File: src/rtl/core/hcbp_pkg.sv
// Package for the Huffman code bit packer: field widths, command codes,
// sequencer states and the request/response structs of the merge unit.
// Depends on nothing; every other file of the block imports it.
package hcbp_pkg;

  localparam int CMD_W  = 2;
  localparam int SYM_W  = 5;
  localparam int CODE_W = 32;
  localparam int LEN_W  = 6;
  localparam int BYTE_W = 8;
  localparam int CNT_W  = 3;
  localparam int PEND_W = 7;
  localparam int TAKE_W = 4;

  localparam logic [CMD_W-1:0] CMD_LOAD   = 2'd0;
  localparam logic [CMD_W-1:0] CMD_ENCODE = 2'd1;
  localparam logic [CMD_W-1:0] CMD_FLUSH  = 2'd2;

  typedef enum logic [1:0] {
    ST_IDLE,
    ST_FETCH,
    ST_PACK,
    ST_FLUSH
  } hcbp_state_t;

  typedef struct packed {
    logic [PEND_W-1:0] pend;
    logic [CNT_W-1:0]  cnt;
    logic [LEN_W-1:0]  rem;
    logic              zero_fill;
  } merge_req_t;

  typedef struct packed {
    logic [PEND_W-1:0] pend;
    logic [CNT_W-1:0]  cnt;
    logic [LEN_W-1:0]  rem;
    logic              emit;
    logic [BYTE_W-1:0] byte_val;
    logic              last;
  } merge_rsp_t;

endpackage

File: src/rtl/core/hcbp_code_table.sv
// Code table of the Huffman code bit packer: one memory holding each
// symbol's code word and code length, with a registered read port.
// Depends on hcbp_pkg.
module hcbp_code_table import hcbp_pkg::*; #(
  parameter int DEPTH = 32,
  parameter int AW    = 5
) (
  input  logic              clk,
  input  logic              wr_en,
  input  logic [AW-1:0]     wr_addr,
  input  logic [CODE_W-1:0] wr_code,
  input  logic [LEN_W-1:0]  wr_len,
  input  logic              rd_en,
  input  logic [AW-1:0]     rd_addr,
  output logic [CODE_W-1:0] rd_code,
  output logic [LEN_W-1:0]  rd_len
);

  logic [LEN_W+CODE_W-1:0] mem [DEPTH];
  logic [LEN_W+CODE_W-1:0] rd_word_r;

  // Entries have no reset; they are defined once loaded.
  always_ff @(posedge clk) begin
    if (wr_en) begin
      mem[wr_addr] <= {wr_len, wr_code};
    end
    if (rd_en) begin
      rd_word_r <= mem[rd_addr];
    end
  end

  assign rd_code = rd_word_r[CODE_W-1:0];
  assign rd_len  = rd_word_r[LEN_W+CODE_W-1:CODE_W];

endmodule

File: src/rtl/core/hcbp_merge.sv
// Shared merge unit of the Huffman code bit packer: moves up to one byte's
// worth of code bits (or zero padding) into the pending partial byte.
// Depends on hcbp_pkg.
module hcbp_merge import hcbp_pkg::*; (
  input  merge_req_t        req,
  input  logic [CODE_W-1:0] code,
  output merge_rsp_t        rsp
);

  logic [TAKE_W-1:0] free_bits;
  logic [TAKE_W-1:0] take;
  logic [LEN_W-1:0]  shamt;
  logic [CODE_W-1:0] code_shift;
  logic [BYTE_W:0]   mask_x;
  logic [BYTE_W-1:0] chunk;
  logic [14:0]       merged;
  logic [TAKE_W-1:0] cnt_sum;
  logic [LEN_W-1:0]  rem_new;

  always_comb begin
    free_bits = TAKE_W'(BYTE_W) - {1'b0, req.cnt};
    if (!req.zero_fill && (req.rem < LEN_W'(free_bits))) begin
      take = req.rem[TAKE_W-1:0];
    end else begin
      take = free_bits;
    end

    // The next code bits sit just below the remaining count.
    shamt      = req.rem - LEN_W'(take);
    code_shift = code >> shamt;
    mask_x     = (9'd1 << take) - 9'd1;
    chunk      = req.zero_fill ? '0 : (code_shift[BYTE_W-1:0] & mask_x[BYTE_W-1:0]);

    merged  = (15'(req.pend) << take) | 15'(chunk);
    cnt_sum = {1'b0, req.cnt} + take;
    rem_new = req.zero_fill ? req.rem : (req.rem - LEN_W'(take));

    rsp.emit     = cnt_sum[CNT_W];
    rsp.byte_val = merged[BYTE_W-1:0];
    rsp.pend     = rsp.emit ? '0 : merged[PEND_W-1:0];
    rsp.cnt      = rsp.emit ? '0 : cnt_sum[CNT_W-1:0];
    rsp.rem      = rem_new;
    // After a full byte the pending bits are empty, so another byte of this
    // item follows only if at least a byte of code remains.
    rsp.last     = req.zero_fill || (rem_new < LEN_W'(BYTE_W));
  end

endmodule

File: src/rtl/core/huffman_code_bit_packer.sv
// Top level of the Huffman code bit packer: sequencer, pending byte state
// and output register around the code table and the shared merge unit.
// Depends on hcbp_pkg, hcbp_code_table and hcbp_merge.
//
//   Channel   Direction   Ports                                        Beat
//   input     in          in_valid, in_stall, in_cmd, in_symbol,       one command
//                         in_code_bits, in_code_len
//   result    out         out_valid, out_stall, out_byte, out_last     one packed byte
//
// An encode beat reads the table and then runs merge steps; each merge
// step moves at most one byte's worth of code bits, so a code of n bits on
// top of c pending bits takes about ceil((n + c) / 8) steps (at most 5 for a
// 32-bit code). A flush with pending bits pads them in one merge step.
// Reset is synchronous and active low; it clears the sequencer, the pending
// byte and the output valid. The code table is not cleared.
// A stalled output byte holds the merge unit until the byte is taken.
module huffman_code_bit_packer import hcbp_pkg::*; #(
  parameter int ALPHABET_SIZE = 32,
  parameter int MAX_CODE_LEN  = 32
) (
  input  logic              clk,
  input  logic              rst_n,
  input  logic              in_valid,
  output logic              in_stall,
  input  logic [CMD_W-1:0]  in_cmd,
  input  logic [SYM_W-1:0]  in_symbol,
  input  logic [CODE_W-1:0] in_code_bits,
  input  logic [LEN_W-1:0]  in_code_len,
  output logic              out_valid,
  input  logic              out_stall,
  output logic [BYTE_W-1:0] out_byte,
  output logic              out_last
);

  localparam int AW = (ALPHABET_SIZE > 1) ? $clog2(ALPHABET_SIZE) : 1;
  // Wide enough to compare a symbol against the largest alphabet size.
  localparam int SYM_EXT_W = 9;
  localparam logic [LEN_W:0] MAX_LEN_X = (LEN_W + 1)'(MAX_CODE_LEN);

  hcbp_state_t       state_r, state_nxt;
  logic [PEND_W-1:0] pend_r, pend_nxt;
  logic [CNT_W-1:0]  cnt_r, cnt_nxt;
  logic [LEN_W-1:0]  rem_r, rem_nxt;
  logic              out_valid_r;
  logic [BYTE_W-1:0] out_byte_r;
  logic              out_last_r;

  logic                 in_accept;
  logic [SYM_EXT_W-1:0] sym_ext;
  logic                 sym_in_range;
  logic [AW-1:0]        tbl_addr;
  logic [LEN_W-1:0]     len_sat;
  logic                 tbl_wr_en;
  logic                 tbl_rd_en;
  logic [CODE_W-1:0]    tbl_code;
  logic [LEN_W-1:0]     tbl_len;
  logic                 slot_free;
  logic                 step;
  merge_req_t           mreq;
  merge_rsp_t           mrsp;

  // The block takes a new command only while the sequencer is idle.
  assign in_stall  = (state_r != ST_IDLE);
  assign in_accept = in_valid && !in_stall;

  assign sym_ext      = SYM_EXT_W'(in_symbol);
  assign sym_in_range = (sym_ext < SYM_EXT_W'(ALPHABET_SIZE));
  assign tbl_addr     = sym_ext[AW-1:0];

  // Lengths above the longest supported code are clipped on load.
  assign len_sat = ({1'b0, in_code_len} > MAX_LEN_X) ? MAX_LEN_X[LEN_W-1:0] : in_code_len;

  assign tbl_wr_en = in_accept && (in_cmd == CMD_LOAD) && sym_in_range;
  assign tbl_rd_en = in_accept && (in_cmd == CMD_ENCODE) && sym_in_range;

  hcbp_code_table #(
    .DEPTH (ALPHABET_SIZE),
    .AW    (AW)
  ) u_table (
    .clk     (clk),
    .wr_en   (tbl_wr_en),
    .wr_addr (tbl_addr),
    .wr_code (in_code_bits),
    .wr_len  (len_sat),
    .rd_en   (tbl_rd_en),
    .rd_addr (tbl_addr),
    .rd_code (tbl_code),
    .rd_len  (tbl_len)
  );

  // The read data holds until the next encode, so the merge unit works
  // straight from the table's output register.
  hcbp_merge u_merge (
    .req  (mreq),
    .code (tbl_code),
    .rsp  (mrsp)
  );

  // A step may only run when its byte, if any, has a free output register.
  assign slot_free = !out_valid_r || !out_stall;

  always_ff @(posedge clk) begin
    if (!rst_n) begin
      state_r <= ST_IDLE;
      pend_r  <= '0;
      cnt_r   <= '0;
    end else begin
      state_r <= state_nxt;
      pend_r  <= pend_nxt;
      cnt_r   <= cnt_nxt;
    end
  end

  always_ff @(posedge clk) begin
    rem_r <= rem_nxt;
  end

  always_comb begin
    state_nxt      = state_r;
    pend_nxt       = pend_r;
    cnt_nxt        = cnt_r;
    rem_nxt        = rem_r;
    step           = 1'b0;
    mreq.pend      = pend_r;
    mreq.cnt       = cnt_r;
    mreq.rem       = rem_r;
    mreq.zero_fill = 1'b0;
    unique case (state_r)
      ST_IDLE: begin
        if (tbl_rd_en) begin
          state_nxt = ST_FETCH;
        end else if (in_accept && (in_cmd == CMD_FLUSH) && (cnt_r != '0)) begin
          state_nxt = ST_FLUSH;
        end
      end
      ST_FETCH: begin
        // An empty code appends nothing.
        rem_nxt   = tbl_len;
        state_nxt = (tbl_len == '0) ? ST_IDLE : ST_PACK;
      end
      ST_PACK: begin
        if (slot_free) begin
          step     = 1'b1;
          pend_nxt = mrsp.pend;
          cnt_nxt  = mrsp.cnt;
          rem_nxt  = mrsp.rem;
          if (mrsp.rem == '0) begin
            state_nxt = ST_IDLE;
          end
        end
      end
      ST_FLUSH: begin
        // Padding with zeros always completes the byte in one step.
        mreq.zero_fill = 1'b1;
        if (slot_free) begin
          step      = 1'b1;
          pend_nxt  = mrsp.pend;
          cnt_nxt   = mrsp.cnt;
          state_nxt = ST_IDLE;
        end
      end
      default: begin
        state_nxt = ST_IDLE;
      end
    endcase
  end

  always_ff @(posedge clk) begin
    if (!rst_n) begin
      out_valid_r <= 1'b0;
    end else if (step && mrsp.emit) begin
      out_valid_r <= 1'b1;
    end else if (!out_stall) begin
      out_valid_r <= 1'b0;
    end
  end

  always_ff @(posedge clk) begin
    if (step && mrsp.emit) begin
      out_byte_r <= mrsp.byte_val;
      out_last_r <= mrsp.last;
    end
  end

  assign out_valid = out_valid_r;
  assign out_byte  = out_byte_r;
  assign out_last  = out_last_r;

  // The flush state is entered only with pending bits to pad.
  a_flush_has_bits: assert property (@(posedge clk) disable iff (!rst_n)
    (state_r == ST_FLUSH) |-> (cnt_r != '0))
    else $error("flush state entered without pending bits");

  // Packing never runs with no code bits left.
  a_pack_has_bits: assert property (@(posedge clk) disable iff (!rst_n)
    (state_r == ST_PACK) |-> (rem_r != '0))
    else $error("packing with no remaining code bits");

  // A byte that is not the last of its command means more bytes are coming.
  a_not_last_more: assert property (@(posedge clk) disable iff (!rst_n)
    (out_valid_r && !out_last_r) |-> (state_r == ST_PACK))
    else $error("non-final byte pending while the sequencer is not packing");

endmodule

File: config.mk
export PLATFORM = sky130hd
export DESIGN_NAME = huffman_code_bit_packer
export DESIGN_NICKNAME = d
export VERILOG_FILES = /design/src/rtl/core/hcbp_pkg.sv /design/src/rtl/core/hcbp_code_table.sv /design/src/rtl/core/hcbp_merge.sv /design/src/rtl/core/huffman_code_bit_packer.sv
export SDC_FILE = /design/constraint.sdc
export NUM_CORES = 1
export LEC_CHECK = 0
export ABC_AREA = 1
export ABC_CLOCK_PERIOD_IN_PS = 5410
export BUFFER_PORTS_ARGS = -buffer_cell sky130_fd_sc_hd__buf_2
export CORE_MARGIN = 2
export CORE_UTILIZATION = 52
export CTS_CLUSTER_SIZE = 24
export DETAILED_ROUTE_END_ITERATION = 6
export MAX_ROUTING_LAYER = met4
export PLACE_DENSITY = 0.79
export SYNTH_ARGS = -nofsm -noshare
export SYNTH_HDL_FRONTEND = slang
export SYNTH_SLANG_ARGS = --single-unit
File: constraint.sdc
create_clock -name clk -period 5.41 [get_ports clk]
set_input_delay 1.082 -clock clk [delete_from_list [all_inputs] [get_ports clk]]
set_output_delay 1.082 -clock clk [all_outputs]
set_load 0.02 [all_outputs]
==> impl_results.md <==
- Via count: 30381
- WL/cell: 28.6 um
- Endpoints failing hold: 0
- DIE HEIGHT: 311 um
- Min-Delay Startpoint: pend_r[6]$_SDFFE_PN0P_
- Cell taking the most area after synthesis: edfxtp_1
- Crit path max fanout: 45
- CP top delay family: simple AND/OR/NAND/NOR gates
- CP Launch Type: register
- Vias in the first global route: 28984
- CTS Buf Count: 119
- Clock tree sinks: 1282
- Cells after Synth: 3138
- Area occupied by multi-input gates: 9700 um^2
- Hold depth: 2
- Root Buffer: clkbuf_16
- Worst path slowest cell: dfxtp_1
- Pwr dens: 415 nW/um^2
- First DRT Iteration DRCs: 4972
- Core area: 93300 um^2
- Max clock buf depth: 3
- Initial Utilization: 52.4%
- Top cells by area, synth: edfxtp_1, a22oi_1, a21oi_1
- Max VDD drop: 0.338 mV
- Post-synthesis average cell area: 15.6 um^2
- DRC violations left: 0
- Post-route ant nets: 0
- Synth unique cells: 46
- Filler Cell Count: 6624
- Final Critical Period: 4.43 ns
- Status: finished, final reports clean
- Max H-tree Level: 3
- Nets: 3303
- Fraction of the yosys area taken by sequential cells: 78.4%
- Worst Hold Class: register to register
- Worst Path Arrival: 5.01 ns
- #FFs+latches synth: 1282
- Worst Path Required: 6.00 ns
- Clk_lat worst skew: 0.72 ns
- Port Buf Inserts: 59
- CTS tree: done
- Slew Limit Fails: 0
- GP Congestion: 0.899
- Final setup vio count: 0
- TNS Setup: 0 ns
- Final Skew: 0.0604 ns
- Post-Syn Nets: 3198
- DPL Wire Length: 72000 um
- Post-CTS resize count: 0
- P&R area growth vs syn: 12.6%
- R2r worst-path depth: 27
- Flop-to-flop setup slack: 0.98 ns
- Layout cells sized above 1: 13.1%
- Total congestion overflow: 0
- Largest net degree at the start of global routing: 137
- RSZ-0062 raised after global routing: no
- Die ar.: 96500 um^2
- Hold buffer count at CTS: 0
- Crit share post-route: 81.8%
- Share of the synthesized area in the top cell type: 77.9%
- Die W: 311 um
- Initial antenna violation count: 9
- R2R Path End: pend_r[5]$_SDFFE_PN0P_
- Total Routing Usage GR: 27.4%
- Hold endpoint: pend_r[6]$_SDFFE_PN0P_
- YS warnings: 0
- CP dominant cell by count: nand2_1
- Reg area: 38400 um^2
- Largest stage delay on the critical path: 0.40 ns
- Vias/cell: 6.61
- Worst setup path class: register to register
- Clock slew at reported path FFs: 0.06 ns
- Max Clk Rate: 0.226 GHz
- RR Startpoint: cnt_r[0]$_SDFFE_PN0P_
- Post-Route WL: 131000 um
- Post-CTS setup buffers: 0
- First-pass GRT wire length: 191000 um
- FP Rows: 112
- Worst setup EP type: register
- TritonRoute pass-1 iters: 5
- Tightest Pin Transition: 1.13 ns
- I/O pin cnt: 60
- Relative slew slack: 24.5%
- Final core occ: 59.0%
- Leak: 17.8 nW
- Max Cap Viol: 0
- Mapped Area: 48900 um^2
- Crit path buf inv count: 6
-- Yosys cell counts, drive strengths merged --
| cell | count |
|---|---|
| edfxtp | 1269 |
| a22oi | 609 |
| nand2 | 325 |
| a21oi | 272 |
| clkbuf | 150 |
| o21ai | 96 |
| inv | 93 |
| nor2 | 81 |
| buf | 39 |
| nand3 | 38 |
| a2111oi | 26 |
| nor4 | 24 |
| or2 | 21 |
| nor3 | 14 |
| dfxtp | 13 |
| a211oi | 11 |
| ha | 11 |
| a2111o | 8 |
| or4 | 8 |
| nand4 | 6 |
| o211ai | 5 |
| xor2 | 5 |
| o21a | 3 |
| o22ai | 3 |
| a31oi | 2 |
| a311oi | 1 |
| nor3b | 1 |
| o2111ai | 1 |
| o21bai | 1 |
| o31ai | 1 |
| xnor2 | 1 |
-- metrics by stage --
stage          cell area (um^2)  cells  setup slack, ns  power (W)  hold WS (ns)
3_3_place_gp              51400   4376             1.15     0.0150         0.453
2_1_floorplan             48900   3138            0.592     0.0141         0.445
6_report                  55100   4597            0.984     0.0229         0.470
4_1_cts                   55100   4593             1.03     0.0229         0.468
3_5_place_dp              51400   4376             1.06     0.0150         0.462
5_1_grt                   55100   4597            0.466     0.0237         0.498
-- routing by layer --
layer	routed length [um]	track usage, %
met3	16300	5.27
met2	61800	42.0
met5	0	-
met4	6320	11.6
met1	47000	36.2
-- kinds of logic after synthesis --
group	share of synthesized area, %
AOI/OAI and AO/OA	14.3
xor gates and xnor gates	0.123
adders and majority gates	0.281
buffers and inverters	2.29
DFF	78.4
and+or+nand+nor	4.60
-- worst max-delay path by stage --
stage | start | endpoint | cells after the start
floorplan | in_valid | state_r[1]$_SDFFE_PN0P_ | 6
global placement | cnt_r[0]$_SDFFE_PN0P_ | pend_r[2]$_SDFFE_PN0P_ | 27
detailed placement | cnt_r[0]$_SDFFE_PN0P_ | pend_r[2]$_SDFFE_PN0P_ | 27
CTS | cnt_r[0]$_SDFFE_PN0P_ | pend_r[2]$_SDFFE_PN0P_ | 27
global route | cnt_r[0]$_SDFFE_PN0P_ | pend_r[6]$_SDFFE_PN0P_ | 27
finish | cnt_r[0]$_SDFFE_PN0P_ | pend_r[5]$_SDFFE_PN0P_ | 27
-- registers in the layout, summed over array words and instances, names as in the netlist --
signal,flops
cnt_r,3
out_byte,8
out_last,1
out_valid,1
pend_r,7
rem_r,6
state_r,2
u_table.mem,1216
u_table.rd_word_r,38
-- worst min-delay path: stages (launching register included) --
cell and delay (ns):
dfxtp_1 0.31, nand2_1 0.06, a21oi_1 0.06
-- cells in the final DEF (no fill, tap or decap), types with 26 or more instances in the layout --
master     instances
clkbuf_16        119
a22oi_1          609
clkinv_2          26
a2111oi_0         26
buf_2             59
inv_1             78
clkbuf_1          27
nand2_1          315
nand3_1           35
o21ai_0           83
nor2_1            43
nor2_4            37
buf_4             98
a21oi_1          271
edfxtp_1        1269
-- report_power, final --
part / internal, W / total (W) / switching [W]
clock network: 0.00443 / 0.00800 / 0.00357
registers: 0.0111 / 0.0112 / 0.0000931
logic: 0.00106 / 0.00365 / 0.00260
-- final cells by class --
cell class	count	area share [%]
Tap cell	1254	2.85
Clock buffer	146	5.59
Sequential cell	1282	69.7
Timing Repair Buffer	173	2.45
Multi-Input combinational cell	1574	17.6
Antenna cell	4	0.0182
Clock inverter	71	1.16
Inverter	93	0.666
Note: power is estimated with default switching activity, not from simulation.
